File: config.mk
export PLATFORM = sky130hd
export DESIGN_NAME = tg_delay
export DESIGN_NICKNAME = d
export VERILOG_FILES = /design/src/hdl/tg_delay.sv
export SDC_FILE = /design/constraint.sdc
export NUM_CORES = 1
export LEC_CHECK = 0
export ABC_AREA = 1
export BUFFER_PORTS_ARGS = -buffer_cell sky130_fd_sc_hd__buf_2
export CAP_MARGIN = 20
export CORE_ASPECT_RATIO = 0.75
export CORE_MARGIN = 2
export CORE_UTILIZATION = 42
export CTS_BUF_LIST = sky130_fd_sc_hd__clkbuf_4 sky130_fd_sc_hd__clkbuf_8 sky130_fd_sc_hd__clkbuf_16
export CTS_CLUSTER_SIZE = 10
export DETAILED_ROUTE_END_ITERATION = 8
export PLACE_DENSITY = 0.8
export SYNTH_ARGS = -nofsm -noshare
export SYNTH_HDL_FRONTEND = slang
export SYNTH_SLANG_ARGS = --single-unit
File: constraint.sdc
create_clock -name clk -period 0.8 [get_ports clk]
set_input_delay 0.12 -clock clk [delete_from_list [all_inputs] [get_ports clk]]
set_output_delay 0.12 -clock clk [all_outputs]
set_load 0.1 [all_outputs]
File: src/hdl/tg_delay.sv
// enabled delay line for aligning the series path
module tg_delay #(
  parameter int unsigned W     = 26,
  parameter int unsigned DEPTH = 1
) (
  input  logic         clk,
  input  logic         en,
  input  logic [W-1:0] d_i,
  output logic [W-1:0] q_o
);

  generate
    if (DEPTH == 0) begin : g_none
      assign q_o = d_i;
    end else begin : g_line
      logic [W-1:0] tap_r [DEPTH];
      for (genvar i = 0; i < DEPTH; i++) begin : g_tap
        always_ff @(posedge clk) begin
          if (en) begin
            tap_r[i] <= (i == 0) ? d_i : tap_r[(i == 0) ? 0 : i-1];
          end
        end
      end
      assign q_o = tap_r[DEPTH-1];
    end
  endgenerate

endmodule

==> results by group, run 1 <==
Clock tree
  • CTS Buffer Depth: 2
  • Cts repair resizes: 0
  • Post-CTS setup buffer count: 0
  • TritonCTS Buffers: 3
  • Post-CTS Hold Fix Bufs: 26
  • H-tree levels: 1
  • Clk root buf: clkbuf_4
  • Clock sink count: 26

Synthesis
  • Post-Syn Instances: 26
  • Sequential cell area fraction in the yosys report: 100%
  • Register bit total from synthesis: 26
  • Synth Area in Adders: 0%
  • Mapped Area: 781 um^2
  • Syn nets: 54
  • Synth Area in Simple Gates: 0%
  • Post-Synth XOR/XNOR Area: 0%
  • Syn Area/Cell: 30.0 um^2
  • Post-synthesis compound-gate area fraction: 0%
  • Mux cell area share after synthesis: 0%
  • Synth cell types: 1
  • Synth warnings: 0

Floorplanning
  • # rows: 13
  • Die Height: 41.3 um
  • Die width: 53.8 um
  • Starting density of the core: 44.9%
  • # IOs: 54

Place
  • Buffers added on ports: 53
  • Gpl congestion: 0.681
  • Hpwl dp: 1140 um
  • Cell Area, Placed: 1500 um^2

Outcome
  • Status: stopped before the end
  • Fail Step: clock tree synthesis (4_1_cts)
  • Error Message: [ERROR DPL-0038] Utilization greater than 100%, impossible to legalize
-- metrics by stage --
stage | worst slack (ns) | instances | utilization (%) | setup TNS, ns
3_5_place_dp | 0.0770 | 103 | 86.4 | 0
3_3_place_gp | 0.0968 | 103 | 86.4 | 0
2_1_floorplan | -0.224 | 26 | - | -5.82
-- synthesized netlist by cell type --
cell      number  share of area (%)
edfxtp_1      26                100
-- cells by family after synthesis --
kind of cell and after synthesis:
flops 26
==> run 2: changes to the inputs <==
==> config.mk (replaced) <==
export PLATFORM = sky130hd
export DESIGN_NAME = tg_delay
export DESIGN_NICKNAME = d
export VERILOG_FILES = /design/src/hdl/tg_delay.sv
export SDC_FILE = /design/constraint.sdc
export NUM_CORES = 1
export LEC_CHECK = 0
export ABC_AREA = 1
export BUFFER_PORTS_ARGS = -buffer_cell sky130_fd_sc_hd__buf_2
export CAP_MARGIN = 20
export CORE_AREA = 2 2 63 65
export DETAILED_ROUTE_END_ITERATION = 8
export DIE_AREA = 0 0 65 67
export PLACE_DENSITY_LB_ADDON = 0.15
export SYNTH_ARGS = -nofsm -noshare
export SYNTH_HDL_FRONTEND = slang
export SYNTH_SLANG_ARGS = --single-unit
==> results by group, run 2 <==
Synthesis
  • Top cells by count, synth: 26 x edfxtp_1 (unchanged)
  • Synth warnings: 0 (unchanged)
  • Post-synth EDFFs: 26 (unchanged)
  • Register bit total from synthesis: 26 (unchanged)
  • Syn Area/Cell: 30.0 um^2 (unchanged)
  • Mapped Area: 781 um^2 (unchanged)
  • Synth area leaders: edfxtp_1 100% (unchanged)
  • Largest area contributor in the netlist: edfxtp_1 (unchanged)
  • Yosys top cell area share: 100% (unchanged)
  • Syn nets: 54 (unchanged)
  • Ys async rst share: 0% (unchanged)
  • Synth cell types: 1 (unchanged)
  • Ys flop type: edfxtp_1 (unchanged)
  • Sequential cell area fraction in the yosys report: 100% (unchanged)
  • Post-Syn Instances: 26 (unchanged)
  • Most numerous cell in the Yosys netlist: edfxtp_1 (unchanged)

Timing
  • Final setup fails: 26
  • Final Hold Fails: 0
  • RSZ-0062 raised after global routing: true
  • Pins Over Slew Limit: 0
  • Final worst path period share: 128%
  • Slew margin rel.: 90.0%
  • Setup ws final: -0.222 ns
  • Min Clock Period, post-route: 1.02 ns
  • WHS: 0.0235 ns
  • Worst slew pin tran: 0.150 ns
  • Achievable frequency: 978 MHz

Final layout
  • Most common cell after layout, fill and taps aside: buf_12
  • Top reg by flops: g_line.tap_r
  • P&R area growth vs syn: 103%
  • Share of layout cells above drive strength 1: 68.2%
  • Final nets: 114
  • Fin cells: 133
  • Max FFs per register: 26
  • Top Registers: g_line.tap_r: 26 flops
  • Multi-In Gates: 0
  • Commonest cells after routing, fill and taps aside: 28 x buf_12, 27 x buf_2, 26 x edfxtp_1
  • Multi-input combinational cell area: 0 um^2
  • Diodes inserted: 0

Floorplanning
  • # IOs: 54 (unchanged)
  • Die area: 4360 um^2
  • # rows: 22 (was 13)
  • Die width: 65 um (was 53.8 um)
  • Die Height: 67 um (was 41.3 um)
  • Starting density of the core: 21.7% (was 44.9%)
  • Core ar.: 3610 um^2

Clock tree
  • H-tree levels: 1 (unchanged)
  • CTS Buffer Depth: 2 (unchanged)
  • Cts repair resizes: 0 (unchanged)
  • Post-CTS setup buffer count: 0 (unchanged)
  • TritonCTS Buffers: 3 (unchanged)
  • Clock transition at path regs: 0.09 ns
  • CTS tree: built
  • Clk root buf: clkbuf_8 (was clkbuf_4)
  • Clock sink count: 26 (unchanged)
  • Post-CTS Hold Fix Bufs: 0 (was 26)

Detailed routing
  • DR vias: 464
  • DRC: 0
  • Final ANT Viol Nets: 0
  • Router iterations before antenna repair: 2
  • DRT Wirelength: 1620 um
  • DR vias/cell: 3.49
  • DRT iter0 DRCs: 6
  • Drt wl/cell: 12.2 um

Min path
  • Hold Path Class: in2reg
  • Cell depth of the worst hold path: 1
  • Hold Startpoint: d_i[14]
  • Sink of the worst hold path: g_line.tap_r[0][14]

Critical path
  • Slowest CP cell: edfxtp_1
  • Kind of critical path: reg2out
  • Critical Path, Cell by Cell: buf_12
  • Family with the most delay on the worst path: flip-flops
  • Slowest stage delay, CP: 0.44 ns
  • CP Launch Type: flop
  • Critical path arrival: 0.90 ns
  • Crit end category: output port
  • Worst EP required: 0.68 ns
  • Worst path buffer plus inverter count: 1
  • Crit Path Max Fanout: 1

GRT
  • Initial antenna violation count: 0
  • Vias in the first global route: 465
  • Gr usage total: 8.01%
  • Largest net degree at the start of global routing: 16
  • Overflow after GRT: 0
  • Global-route wire length before repair: 2390 um

Power
  • Power share of the sequential group: 45.8%
  • Power per cell area: 2360 nW/um^2
  • Switching power: 0.00131 W
  • Static Leakage: 0.647 nW
  • Comb power frac: 34.8%
  • Internal: 0.00242 W
  • Worst vdd ir: 1000 uV
  • Sw Share: 35.2%
  • Clock Power Share: 19.4%

Place
  • Placed Instances: 129 (was 103)
  • Buffers added on ports: 53 (unchanged)
  • Gpl congestion: 0.684 (was 0.681)

Outcome
  • Failing checks: negative setup slack
  • Status: complete, but fails checks (was stopped before the end)

Flow run
  • Max-cap violation count: 0
-- run 2: how the worst max path moves through the flow --
stage                        start      end  slack, ns  depth (start not counted)
2_1_floorplan   g_line.tap_r[0][0]   q_o[0]      -0.22                          0
6_report       g_line.tap_r[0][12]  q_o[12]      -0.22                          1
5_1_grt        g_line.tap_r[0][12]  q_o[12]      -0.27                          1
3_5_place_dp   g_line.tap_r[0][12]  q_o[12]       0.06                          1
4_1_cts        g_line.tap_r[0][12]  q_o[12]      -0.24                          1
3_3_place_gp   g_line.tap_r[0][12]  q_o[12]       0.06                          1
-- run 2: power groups by stage --
| stage | sequential, W | combinational (W) | clock (W) |
|---|---|---|---|
| final | 0.00171 | 0.00130 | 0.000723 |
| after global routing | 0.00172 | 0.00132 | 0.000847 |
| after CTS | 0.00171 | 0.00131 | 0.000773 |
| after detailed placement | 0.00174 | 0.00131 | 0 |
| after global placement | 0.00174 | 0.00130 | 0 |
| after floorplan | 0.00245 | 0 | 0 |
-- run 2: what timing repair did --
action,CTS,global route
pin swaps,0,0
endpoints found under the setup margin,26,26
endpoints found under the hold margin,0,0
-- run 2: routing by layer --
metal  routed length, um  up-vias  global-route usage (%)  share of wire [%]
met5                   0        -                       0                  0
met4                  15        0                    5.59               0.93
met3                 107        2                    2.36                6.6
met2                 843       24                    12.6                 52
met1                 652      216                    9.36                 40
li1                    -      222                       -                  -
-- run 2: per-stage QoR --
| stage | util (%) | cell area, um^2 | total power (W) | setup TNS, ns | worst slack, ns |
|---|---|---|---|---|---|
| after floorplan | - | 781 | 0.00245 | -5.82 | -0.224 |
| final | 43.9 | 1580 | 0.00373 | -5.02 | -0.222 |
| after CTS | 43.9 | 1580 | 0.00379 | -5.44 | -0.243 |
| after detailed placement | 42.6 | 1540 | 0.00305 | 0 | 0.0592 |
| after global placement | 42.6 | 1540 | 0.00304 | 0 | 0.0620 |
| after global routing | 43.9 | 1580 | 0.00389 | -6.12 | -0.266 |
-- run 2: area by class of cell --
class / instances / area, um^2
clock buffer: 3 / 41.3
clock inverter: 1 / 3.75
fill: 326 / 2020
sequential: 26 / 781
tap: 48 / 60.1
timing repair buffer: 55 / 696
-- run 2: cells by family after synthesis --
group | Yosys count | share of synthesized area [%]
flops | 26 | 100
No activity file was read; power rests on OpenSTA's default activity.
