### config.mk
export PLATFORM = sky130hd
export DESIGN_NAME = tg_tree
export DESIGN_NICKNAME = d
export VERILOG_FILES = /design/src/hdl/tg_tree.sv
export SDC_FILE = /design/constraint.sdc
export NUM_CORES = 1
export LEC_CHECK = 0
export ABC_AREA = 1
export BUFFER_PORTS_ARGS = -buffer_cell sky130_fd_sc_hd__buf_4
export CAP_MARGIN = 20
export CELL_PAD_IN_SITES_DETAIL_PLACEMENT = 0
export CELL_PAD_IN_SITES_GLOBAL_PLACEMENT = 1
export CORE_MARGIN = 5
export CORE_UTILIZATION = 39
export DETAILED_ROUTE_END_ITERATION = 8
export PLACE_DENSITY = 0.74
export SYNTH_ARGS = -nofsm -noshare
export SYNTH_HDL_FRONTEND = slang
export SYNTH_SLANG_ARGS = --single-unit
### constraint.sdc
create_clock -name clk -period 2.4 [get_ports clk]
set_input_delay 0 -clock clk [delete_from_list [all_inputs] [get_ports clk]]
set_output_delay 0 -clock clk [all_outputs]
set_load 0.005 [all_outputs]
### src/hdl/tg_tree.sv
// registered adder tree over the recurrence terms
module tg_tree #(
  parameter int unsigned N = 6,
  parameter int unsigned W = 57,
  localparam int unsigned L  = $clog2(N),
  localparam int unsigned OW = W + L
) (
  input  logic                clk,
  input  logic                en,
  input  logic [N-1:0][W-1:0] leaf_i,
  output logic [OW-1:0]       sum_o
);

  localparam int unsigned LEAVES = 1 << L;

  logic [OW-1:0] pad  [LEAVES];
  logic [OW-1:0] node_r [L][LEAVES/2];

  generate
    for (genvar i = 0; i < LEAVES; i++) begin : g_pad
      if (i < N) begin : g_used
        assign pad[i] = OW'(leaf_i[i]);
      end else begin : g_zero
        assign pad[i] = '0;
      end
    end

    for (genvar lev = 0; lev < L; lev++) begin : g_lev
      for (genvar i = 0; i < (LEAVES >> (lev + 1)); i++) begin : g_node
        if (lev == 0) begin : g_base
          always_ff @(posedge clk) begin
            if (en) begin
              node_r[lev][i] <= pad[2*i] + pad[2*i+1];
            end
          end
        end else begin : g_up
          always_ff @(posedge clk) begin
            if (en) begin
              node_r[lev][i] <= node_r[lev-1][2*i] + node_r[lev-1][2*i+1];
            end
          end
        end
      end
    end
  endgenerate

  assign sum_o = node_r[L-1][0];

endmodule

# == Yosys cells after proc, flatten, opt, wreduce, memory -nomap -nowiden ==
# Memories as Yosys holds them, arrays and structs flattened.
# Cells that the tools add are included.
# op_classes
addsub,6
n_mux,2
# ops
cell,n
$add 57x57->58,3
$add 60x60->60,2
$add 60x60->60 const B,1
$mux 1,2
# word_totals
reg_bits,0
ram_bits,534
in_bits,344
word_cells,9
mem_count,1
# mem_list
name,words,width,read_ports,rd_ports_with_merged_regs,write_ports,line,source
node_r,3,178,3,0,3,17,logic [OW-1:0] node_r [L][LEAVES/2];

# == Depth between registers and ports, before layout ==
# logic_depth
word_depth,2
depth_mapped,14

# == Worst setup path after synthesis ==
# No wires, ideal clock.
# synth_timing
kind,register -> register
from,memory node_r[0][236] (netlist bit)
to,"memory node_r[0][526] (netlist bit), data pin"
arrival_ps,1708
setup_slack_ps,440
path_stages_with_launch,12
cell_sequence,edfxtp_1 > ha_1 > fa_1 > nand2_1 > nand3_1 > and2_1 > nand4_1 > nand3b_1 > nand2_1 > nand2_1 > nand2_1 > nand2_1
# synth_rtl
element,line
start: declaration,17

==> run summary <==
Headroom to the max-slew limit came out at 61.9%. Summing the sequential cell areas from Yosys gives 28.5% of the chip area. The run gives 50.3% as the met2 layer usage reported by global route. The chip width was 318 microns. For the number of global-route vias before repair, the log shows 35800.

The clock net in this run drives a total of 351 sinks. The first global-routing pass estimated 208 mm of wire. The final layout contains routed wiring with a total length of 137 mm. Relative to the synthesized area, the layout overhead comes to 18.0%. During synthesis, Yosys emitted a total of 0 warnings. In the final layout, the multi-input gates occupy 0.0210 sq mm. The static leakage is 24.7 nW, and the number of routed nets with antenna violations is 0. The logs give 0 for the total count of max-transition violations in the final report and 5988 for the number of instances in the synthesized netlist.

The run finished with clean final reports. Via count: 36400. For this run, design rule violations remaining after detail routing come to 0. The cell row count was 112; the area of the core was 0.0936 sq mm. Minimum clock period after layout: 2.30 ns. The routed wire length per instance was 17.6 microns. Traced cell by cell, the critical path runs through ha_2 -> nand2_1 -> nor2_1 -> nand2_1 -> inv_1 -> nand2_1 -> nand2_1 -> a21oi_1 -> xnor2_1. In this run the most used layer during global routing was met2. For the initial antenna violation count, the log shows 0. The number of buffer cells added on primary ports was 403; the flip-flop count of the largest register, all copies and words added was 351. The cell that appears most often on the critical path is sky130_fd_sc_hd__nand2_1. The initial DRC count is 2206, and the synthesized area is 0.0369 sq mm. Yosys mapped a number of flops with a built-in enable equal to 351. The pre-antenna-repair detailed-routing pass consisted of 6 iterations. The share of async-settable or async-resettable flops after synthesis is 0%, and the largest net degree at the start of global routing is 61. For the total negative setup slack, the log shows 0 ns. The run gives 26.4% as the global router's overall resource usage.

The tools report the starting density of the core as 39.5%. Startpoint-to-endpoint class of the critical path: reg2reg. Max-cap violations in this run came to 0. The root buffer cell chosen for the clock tree is sky130_fd_sc_hd__clkbuf_16.

For this run, the top clock speed supported by timing is 434 MHz. Among all flip-flop cells after synthesis, the most frequent one is sky130_fd_sc_hd__edfxtp_1. Ranked by flip-flop count, first place goes to node_r. The H-tree generated during clock tree synthesis spans 2 levels. At the worst endpoint, the required time is 2.77 ns.

The post-route netlist has 11.3% of its cells at a drive strength greater than 1. In the post-synthesis netlist, the cell with the most instances is sky130_fd_sc_hd__nand2_1. The congestion estimate from routability-driven global placement came to 0.958. The count of different cell masters after synthesis is 35. Fill cells in the final layout number 10200. Post-route core utilization: 46.6%.

STA puts the critical path data arrival time at 2.67 ns. Estimated wirelength of the detail-placed design: 121 mm. Clock skew on the completed layout was measured at 0.0193 ns. Summing all flip-flop and latch instances after layout gives 0.0105 sq mm. The highest-delay cell along the critical path was sky130_fd_sc_hd__edfxtp_1. The run gives 0 as the final count of hold timing violations.

The clock transition at the registers of the reported paths was 0.06 ns. The tools report the nature of the critical path startpoint as a flip-flop. Setup violations remaining at the end of the flow were counted as 0.

The critical path's largest stage delay works out to 0.42 ns. The worst hold path belongs to the class in2reg. Via-per-instance ratio: 4.69.

Met1 track demand over resource: 32.0%. The run gives 3 as the largest buffer count on any clock path. Dividing the final minimum period by the clock period gives 95.9%.

The height of the chip was 318 microns; the slew of the pin with the lowest slew margin was 0.568 ns. TritonCTS built the clock tree. After synthesis the netlist holds a flip-flop and latch count of 351.

The largest registers in the layout are node_r: 351 flops. The category of the worst setup path capture point is a flip-flop. At the end of the flow, the number of nets in the layout was 7122. By count the netlist is led by 2511 x sky130_fd_sc_hd__nand2_1, 1338 x sky130_fd_sc_hd__inv_1, 459 x sky130_fd_sc_hd__nor2_1, 351 x sky130_fd_sc_hd__edfxtp_1, 287 x sky130_fd_sc_hd__ha_1. Clock latency on the worst-skew pair, taken at its later pin, is 0.58 ns. The most area-hungry cell type in the Yosys netlist is sky130_fd_sc_hd__edfxtp_1. The number of ports placed on the die boundary came out at 404. Dividing total power by cell area gives a power density of 727 mW/mm^2. The die covers 0.101 sq mm. The total congestion overflow after global routing is 0. Buffers inserted during clock tree synthesis total 38. Across the VDD grid, the largest voltage drop is 0.000462 V. After synthesis, the mean cell area works out to 6.17 sq um. Sorting the synthesized cells by area gives the leading types as sky130_fd_sc_hd__edfxtp_1 29%, sky130_fd_sc_hd__nand2_1 26%, sky130_fd_sc_hd__inv_1 14%, sky130_fd_sc_hd__ha_1 9.7%, sky130_fd_sc_hd__nor2_1 4.7%.

The top fanout value on the critical path was 4; the post-synthesis net count was 6624. The share of synthesized area in the top cell type comes to 28.5%. The run gives 2.17% as the fraction of met3 tracks used by global routing.
-- timing repair --
| action | CTS | global route |
|---|---|---|
| buffers inserted | 0 | 3 |
| hold buffers | 44 | 0 |
| pin swaps | 0 | 3 |
| hold endpoints to repair | 73 | 0 |
| endpoints found under the setup margin | 6 | 33 |
| gates resized for setup | 3 | 44 |
-- report_power, final --
group | internal (W) | total (W) | switching (W)
registers | 0.00880 | 0.00953 | 0.000732
logic | 0.00564 | 0.0162 | 0.0105
clock network | 0.00340 | 0.00600 | 0.00259
-- kinds of logic (layout without fill, tap and decap cells) --
family | Yosys count | after routing | share of synthesized area, %
AND/OR/NAND/NOR | 3516 | 3516 | 39.2
flip-flops | 351 | 351 | 28.5
adder cells (fa/ha/maj) | 292 | 292 | 9.99
AO/OA/AOI/OAI | 255 | 255 | 3.64
other | 0 | 2 | 0
buffers and inverters | 1422 | 1948 | 15.1
XOR/XNOR | 152 | 152 | 3.60
-- through the flow --
| step | setup WS [ns] | cells | power, W | hold WS, ns | instance area (sq um) |
|---|---|---|---|---|---|
| after CTS | 0.0262 | 7765 | 0.0316 | 0.000675 | 43400 |
| after detailed placement | -0.0250 | 7653 | 0.0254 | 0.313 | 41700 |
| after global routing | -0.0118 | 7768 | 0.0340 | 0.0141 | 43600 |
| after floorplan | 0.440 | 5988 | 0.0194 | 0.112 | 36900 |
| final | 0.0973 | 7770 | 0.0317 | 0.00509 | 43600 |
| after global placement | -0.109 | 7653 | 0.0254 | 0.292 | 41700 |
-- path summary, 6_finish.rpt --
check | depth (start not counted) | to | slack [ns] | start
worst max-delay path | 9 | node_r[0][326] | 0.1 | node_r[0][83]
worst min-delay path | 3 | node_r[0][67] | 0.005 | leaf_i[180]
worst max register to register | 9 | node_r[0][326] | 0.1 | node_r[0][83]
worst min register to register | 0 | node_r[0][283] | 0.42 | node_r[0][47]
-- layout make-up --
cell class | instances | area share (%)
multi-input combinational | 4215 | 48.3
sequential | 351 | 24.2
inverter | 1362 | 11.7
timing repair buffer | 518 | 9.34
tap | 1254 | 3.60
clock buffer | 42 | 2.22
clock inverter | 26 | 0.663
antenna | 2 | 0.0115
-- layer usage --
layer | part of all wire, % | wire, microns
met1 | 42 | 57300
met2 | 51 | 70100
met3 | 3.9 | 5350
met4 | 3.0 | 4170
met5 | 0 | 0
-- cells in the final DEF (no fill, tap or decap), types with 23 or more instances in the layout --
cell,n
sky130_fd_sc_hd__nand2_1,2508
sky130_fd_sc_hd__inv_1,1338
sky130_fd_sc_hd__buf_4,468
sky130_fd_sc_hd__nor2_1,451
sky130_fd_sc_hd__edfxtp_1,351
sky130_fd_sc_hd__ha_1,263
sky130_fd_sc_hd__nand3_1,229
sky130_fd_sc_hd__a21oi_1,198
sky130_fd_sc_hd__xor2_1,115
sky130_fd_sc_hd__nand4_1,78
sky130_fd_sc_hd__nor2_2,53
sky130_fd_sc_hd__dlygate4sd3_1,44
sky130_fd_sc_hd__clkbuf_16,38
sky130_fd_sc_hd__nor3_1,37
sky130_fd_sc_hd__and2_1,37
sky130_fd_sc_hd__xnor2_1,37
sky130_fd_sc_hd__nand2_2,35
sky130_fd_sc_hd__nand3_2,28
sky130_fd_sc_hd__inv_2,24
sky130_fd_sc_hd__nor3_2,23
-- worst max-delay path: cells and delay by family (launching register included) --
kind / cells / cell delay, ns
and+or+nand+nor: 5 / 0.75
DFF: 1 / 0.42
adders and majority gates: 1 / 0.41
xor gates and xnor gates: 1 / 0.27
buffers and inverters: 1 / 0.19
AOI/OAI and AO/OA: 1 / 0.07
(Power assumes the default switching activity.)
